--- src/sv/wgm_pkg.sv ---
package wgm_pkg;

  localparam logic [7:0] SYM_ANY_ONE = 8'd63;  // '?'
  localparam logic [7:0] SYM_ANY_RUN = 8'd42;  // '*'

  typedef enum logic [1:0] {
    OP_CLEAR   = 2'd0,
    OP_APPEND  = 2'd1,
    OP_RESTART = 2'd2,
    OP_TEXT    = 2'd3
  } op_t;

  // Decoded command broadcast to every cell.
  typedef struct packed {
    logic       accept;
    logic       clear;
    logic       append;
    logic       restart;
    logic       text;
    logic       symbol_is_star;
    logic [7:0] symbol;
  } ctl_t;

  // Signals handed from one cell to the next.
  typedef struct packed {
    logic carry;  // star closure reaching the next position
    logic step;   // byte consumed, next position becomes active
    logic term;   // end-of-pattern marker moving on append
  } link_t;

endpackage

--- src/sv/wgm_cell.sv ---
module wgm_cell
  import wgm_pkg::*;
(
  input  logic  clk,
  input  logic  rst,
  input  logic  lead,
  input  ctl_t  ctl,
  input  link_t up,
  output link_t down,
  output logic  hit,
  output logic  term_q
);

  logic [7:0] sym_q;
  logic       used;
  logic       act;
  logic       term;

  logic is_star;
  logic is_match;
  logic act_next;
  logic term_next;
  logic used_next;

  assign is_star  = used && (sym_q == SYM_ANY_RUN);
  assign is_match = used && !is_star &&
                    ((sym_q == SYM_ANY_ONE) || (sym_q == ctl.symbol));

  always_comb begin
    act_next  = act;
    term_next = term;
    used_next = used;
    down      = '0;
    if (ctl.clear) begin
      act_next  = up.step | up.carry;
      term_next = up.term;
      used_next = 1'b0;
    end else if (ctl.append) begin
      act_next   = act | up.carry;
      term_next  = up.term;
      used_next  = used | term;
      down.carry = act & term & ctl.symbol_is_star;
      down.term  = term;
    end else if (ctl.restart) begin
      act_next   = up.step | up.carry;
      down.carry = act_next & is_star;
    end else if (ctl.text) begin
      act_next   = (act & is_star) | up.step | up.carry;
      down.carry = act_next & is_star;
      down.step  = act & is_match;
    end
  end

  assign hit    = act_next & term_next;
  assign term_q = term;

  always_ff @(posedge clk) begin
    if (rst) begin
      act  <= lead;
      term <= lead;
      used <= 1'b0;
    end else if (ctl.accept) begin
      act  <= act_next;
      term <= term_next;
      used <= used_next;
    end
  end

  always_ff @(posedge clk) begin
    if (ctl.accept && ctl.append && term) begin
      sym_q <= ctl.symbol;
    end
  end

endmodule

--- src/sv/wildcard_glob_matcher.sv ---
// Glob matcher: load a pattern with append transfers ('?' matches any one byte, '*' matches any
// run including none), then stream text bytes; every accepted transfer returns one result that
// says whether the text since the last restart or clear matches the whole pattern, plus a sticky
// overflow flag once a pattern byte beyond PATTERN_MAX has been dropped. A new transfer is taken
// each cycle while the output side keeps up; each result is registered and appears in the cycle
// after acceptance. The cycle time is set by the star closure, which ripples through the
// row of PATTERN_MAX cells with one gate stage per cell, much like a carry chain. No clearing pass
// follows reset: the block accepts on the first cycle after rst drops.
module wildcard_glob_matcher
  import wgm_pkg::*;
#(
  parameter int PATTERN_MAX = 64
) (
  input  logic       clk,
  input  logic       rst,

  input  logic       in_valid,
  output logic       in_stall,
  input  logic [1:0] opcode,
  input  logic [7:0] symbol,

  output logic       out_valid,
  input  logic       out_stall,
  output logic       matched,
  output logic       overflow
);

  ctl_t  ctl;
  op_t   op;
  logic  acc;

  // link[k] feeds cell k; link[PATTERN_MAX] feeds the end position.
  link_t link [PATTERN_MAX+1];
  logic [PATTERN_MAX:0] hit_vec;
  logic [PATTERN_MAX:0] term_vec;

  // Position PATTERN_MAX has no pattern byte of its own, so it lives here.
  logic act_end;
  logic term_end;
  logic act_end_next;
  logic term_end_next;
  logic overflow_next;

  // Take a new transfer whenever the output register is free or being drained.
  assign in_stall = out_valid && out_stall;
  assign acc      = in_valid && !in_stall;
  assign op       = op_t'(opcode);

  always_comb begin
    ctl                = '0;
    ctl.accept         = acc;
    ctl.symbol         = symbol;
    ctl.symbol_is_star = (symbol == SYM_ANY_RUN);
    case (op)
      OP_CLEAR:   ctl.clear   = 1'b1;
      OP_APPEND:  ctl.append  = 1'b1;
      OP_RESTART: ctl.restart = 1'b1;
      OP_TEXT:    ctl.text    = 1'b1;
      default:    ctl.text    = 1'b1;
    endcase
  end

  // Seed the head of the row: position 0 becomes active on clear and restart, and the
  // end-of-pattern marker comes back to position 0 on clear.
  always_comb begin
    link[0]       = '0;
    link[0].step  = ctl.clear | ctl.restart;
    link[0].term  = ctl.clear;
  end

  for (genvar k = 0; k < PATTERN_MAX; k++) begin : g_cell
    wgm_cell u_cell (
      .clk    (clk),
      .rst    (rst),
      .lead   ((k == 0) ? 1'b1 : 1'b0),
      .ctl    (ctl),
      .up     (link[k]),
      .down   (link[k+1]),
      .hit    (hit_vec[k]),
      .term_q (term_vec[k])
    );
  end

  // End position: no byte, so no self-loop and no outgoing carry.
  always_comb begin
    act_end_next  = act_end;
    term_end_next = term_end;
    overflow_next = overflow;
    if (ctl.clear) begin
      act_end_next  = link[PATTERN_MAX].step | link[PATTERN_MAX].carry;
      term_end_next = link[PATTERN_MAX].term;
      overflow_next = 1'b0;
    end else if (ctl.append) begin
      act_end_next  = act_end | link[PATTERN_MAX].carry;
      // Hold the marker here once the pattern is full; drop further bytes.
      term_end_next = term_end | link[PATTERN_MAX].term;
      overflow_next = overflow | term_end;
    end else if (ctl.restart || ctl.text) begin
      act_end_next  = link[PATTERN_MAX].step | link[PATTERN_MAX].carry;
    end
  end

  assign hit_vec[PATTERN_MAX]  = act_end_next & term_end_next;
  assign term_vec[PATTERN_MAX] = term_end;

  always_ff @(posedge clk) begin
    if (rst) begin
      act_end   <= 1'b0;
      term_end  <= 1'b0;
      overflow  <= 1'b0;
      out_valid <= 1'b0;
      matched   <= 1'b0;
    end else begin
      if (acc) begin
        act_end   <= act_end_next;
        term_end  <= term_end_next;
        overflow  <= overflow_next;
        out_valid <= 1'b1;
        // The pattern end lies at exactly one position, so an OR picks its state.
        matched   <= |hit_vec;
      end else if (!out_stall) begin
        out_valid <= 1'b0;
      end
    end
  end

  // The end-of-pattern marker sits at exactly one position.
  a_term_onehot: assert property (@(posedge clk) disable iff (rst) $onehot(term_vec))
    else $error("end-of-pattern marker not one-hot");

  a_stall_needs_result: assert property (@(posedge clk) disable iff (rst)
    in_stall |-> out_valid)
    else $error("input stalled with no pending result");

  a_overflow_cause: assert property (@(posedge clk) disable iff (rst)
    $rose(overflow) |-> $past(acc && (op == OP_APPEND) && term_end))
    else $error("overflow set without a dropped pattern byte");

  a_clear_result: assert property (@(posedge clk) disable iff (rst)
    (acc && (op == OP_CLEAR)) |=> (out_valid && matched && !overflow))
    else $error("clear must report an empty match without overflow");

endmodule
--- config.mk ---
export PLATFORM = sky130hd
export DESIGN_NAME = wildcard_glob_matcher
export DESIGN_NICKNAME = d
export VERILOG_FILES = /design/src/sv/wgm_pkg.sv /design/src/sv/wgm_cell.sv /design/src/sv/wildcard_glob_matcher.sv
export SDC_FILE = /design/constraint.sdc
export NUM_CORES = 2
export LEC_CHECK = 0
export ABC_AREA = 1
export ABC_CLOCK_PERIOD_IN_PS = 79700
export BUFFER_PORTS_ARGS = -buffer_cell sky130_fd_sc_hd__buf_2
export CELL_PAD_IN_SITES_DETAIL_PLACEMENT = 1
export CELL_PAD_IN_SITES_GLOBAL_PLACEMENT = 1
export CORE_MARGIN = 4
export CORE_UTILIZATION = 45
export DETAILED_ROUTE_END_ITERATION = 8
export PLACE_DENSITY_LB_ADDON = 0.1
export SLEW_MARGIN = 20
export SYNTH_ARGS = -nofsm -noshare
export SYNTH_HDL_FRONTEND = slang
export SYNTH_HIERARCHICAL = 1
export SYNTH_SLANG_ARGS = --single-unit
--- constraint.sdc ---
create_clock -name clk -period 79.7 [get_ports clk]
set_input_delay 3.985 -clock clk [delete_from_list [all_inputs] [get_ports clk]]
set_output_delay 3.985 -clock clk [all_outputs]
set_load 0.05 [all_outputs]
==> metrics <==
status=complete, no violations; CTS hold repair buffers=0; relative slew slack=0.291; fin. max-slew vios=0; Post-Layout Cell Count=6861; worst-path maximum fanout=26; largest net degree at the start of global routing=165; total power=0.000985 W; Compound-Gate Fraction of Synth Area=0.0767; FP Rows=114; WP buf/inv=4; fmax=21.6 MHz; clock skew=0.0171 ns; most frequent cells after synthesis=nand2_1, edfxtp_1, nor2_1; area grow syn2layout=13.1%; Vias/cell=5.36; Clock Sinks=709; final setup fails=0; postcts setup bufs=0; hold_ws=0.526 ns; share of cells above drive strength 1=0.102; Mean Syn Cell Area=8.31 µm²; slowest CP cell=nor2_4; clk_lat worst skew=0.65 ns; Post-DP HPWL=84700 µm; CP Class=input port to flip-flop; GRT Total Usage=0.244; Worst EP arrival=46.89 ns; crit start category=input port; vias=36.8k; Hold Vio Cnt, Final=0; Top FF cell, synth=edfxtp_1; multiplexer area fraction after synthesis=0.00890; Die H=320 µm; I/O Buffers=17; vias in the first global route=38.8k; Yosys warnings=6; cts bufs inserted=86; ys async rst share=0; CP peak stage delay=0.56 ns; post-cts sizing count=0; total gr overflow=0; Critical Path Most Common Cell=a21oi_1; delay-heaviest family, CP=simple AND/OR/NAND/NOR gates; count leader, synth=nand2_1; Placer Congestion=0.811; largest family of logic cells by synthesized area=simple AND/OR/NAND/NOR gates; CP endpoint kind=flip-flop; CTS Buffer Depth=3; final worst path period need=46.34 ns; Core ar.=96700 µm²; # nets final=5526; Least-Margin Pin Slew=1.06 ns; setup_tns=0 ns; post-synth cell types=31; Iter 0 DRT Violations=1879; Total Wirelength=126000 µm; Fill cells=11.6k; post-synthesis adder-cell area fraction=0; Pwr per Cell Area=19.8 nW/µm²; H-tree depth=3; Pre-Repair DR Iteration Count=5; number of synthesized flops with an enable pin=640; worst hold path type=flip-flop to flip-flop; Inst Count DP=6700; mapped cell area=43800 µm²; static leakage=19.3 nW; crit share post-route=0.581; clk slew on worst S/H paths=0.06 ns; area occupied by multi-input gates=21000 µm²; drc violations=0; Die W=320 µm; Max Cap Viol=0; Synth Instances=5277; Reg area=20600 µm²; Top-Level Pins=18; Area contributors post-synth=edfxtp_1, nand2_1, nor2_1; post-synthesis sequential area ratio=0.470; initial antenna violation count=2; CP Data Required Time=80.25 ns; Simple-Gate Fraction of Synth Area=0.308; CTS root buffer=clkbuf_16; R2R setup slack=37.14 ns; DIE AREA=102000 µm²; Synth Area in XOR/XNOR=0.0767; Synth top area share=0.438; unrepaired setup endpoints after global routing=false; Seq cells post-synth=709; Synth area leader=edfxtp_1; first-pass GRT wire length=204000 µm; Initial Util=0.453; drt wl/cell=18.4 µm; TritonCTS clock tree=built; Routed Antenna Nets=0; worst vdd ir=0.0217 mV
[flip-flops by register name (all words and copies together), names as in the netlist]
register	count
overflow	1
g_cell.u_cell/used	64
g_cell.u_cell/act	64
act_end	1
g_cell.u_cell/sym_q	512
g_cell.u_cell/term_q	64
term_end	1
matched	1
out_valid	1
[metrics by stage]
stage                      util  instance area [µm²]  setup slack [ns]
final                     0.513                49600             33.36
after global routing      0.513                49600             28.30
after CTS                 0.512                49500             33.57
after detailed placement  0.480                46400             33.19
after global placement    0.480                46400             34.16
after floorplan               -                44100              2.42
[cell type report]
class                      instances  share of cell area
multi-input combinational       3935               0.423
sequential                       709               0.415
inverter                         697              0.0529
clock buffer                     105              0.0471
tap                             1276              0.0322
clock inverter                    55              0.0154
timing repair buffer              83              0.0143
antenna                            1           0.0000504
[power by group]
| part | internal (W) | leakage, nW | switching (W) |
|---|---|---|---|
| Clock | 0.000267 | 1.50 | 0.000160 |
| Combinational | 0.0000382 | 11.3 | 0.0000836 |
| Sequential | 0.000423 | 6.54 | 0.0000123 |
| Total | 0.000728 | 19.3 | 0.000256 |
[logic make-up after synthesis]
| kind of cell | Yosys count |
|---|---|
| AOI/OAI and AO/OA | 605 |
| DFF | 709 |
| muxes | 39 |
| buffers and inverters | 697 |
| other | 2 |
| xor gates and xnor gates | 384 |
| and+or+nand+nor | 2841 |
[per-layer routing]
metal | share of wire | wire length [µm] | track usage
met1 | 0.46 | 58500 | 0.325
met2 | 0.49 | 61200 | 0.428
met3 | 0.030 | 3840 | 0.0264
met4 | 0.020 | 2490 | 0.0601
met5 | 0.000063 | 8 | 0
[worst register-to-register path, delay by kind of cell, from the launching register on]
kind	cells	cell delay, ns
DFF	1	0.43
and+or+nand+nor	138	21.57
AOI/OAI and AO/OA	190	20.18
buffers and inverters	3	0.15
[cells in the final DEF, fill, tap and decap left out, types with 3 or more instances in the layout]
cell type / Yosys / final
nor3_2: 1 / 17
nand2_1: 1179 / 1179
o21ai_1: 155 / 155
nor3b_4: 39 / 39
buf_12: 0 / 4
clkbuf_8: 0 / 11
mux2i_1: 39 / 39
xor2_1: 128 / 128
nor2_4: 1 / 4
or2_2: 103 / 103
nor2_2: 66 / 64
bufinv_16: 0 / 18
clkinv_2: 0 / 14
clkinv_1: 39 / 48
and3_1: 25 / 25
a21oi_2: 25 / 25
conb_1: 2 / 66
a21oi_1: 360 / 360
nand4_1: 192 / 192
buf_4: 0 / 62
clkinvlp_4: 0 / 8
or2_1: 153 / 153
clkbuf_1: 0 / 12
clkinv_4: 0 / 3
inv_2: 28 / 28
nor2_1: 639 / 638
dfxtp_1: 69 / 69
inv_1: 630 / 629
clkbuf_16: 0 / 90
nand3_2: 65 / 65
nand3_1: 193 / 193
edfxtp_1: 640 / 640
buf_2: 0 / 8
xnor2_1: 256 / 256
nor3_1: 180 / 164
a221oi_1: 64 / 64
[worst paths after layout]
check,to,depth (start not counted),start
setup / recovery,matched$_SDFFE_PP0P_,332,opcode[1]
hold / removal,g_cell[43].u_cell/used$_SDFFE_PP0P_,2,g_cell[43].u_cell/used$_SDFFE_PP0P_
setup reg to reg,matched$_SDFFE_PP0P_,331,g_cell[0].u_cell/sym_q[5]$_DFFE_PP_
hold reg to reg,g_cell[43].u_cell/used$_SDFFE_PP0P_,2,g_cell[43].u_cell/used$_SDFFE_PP0P_
(Power assumes the default switching activity.)
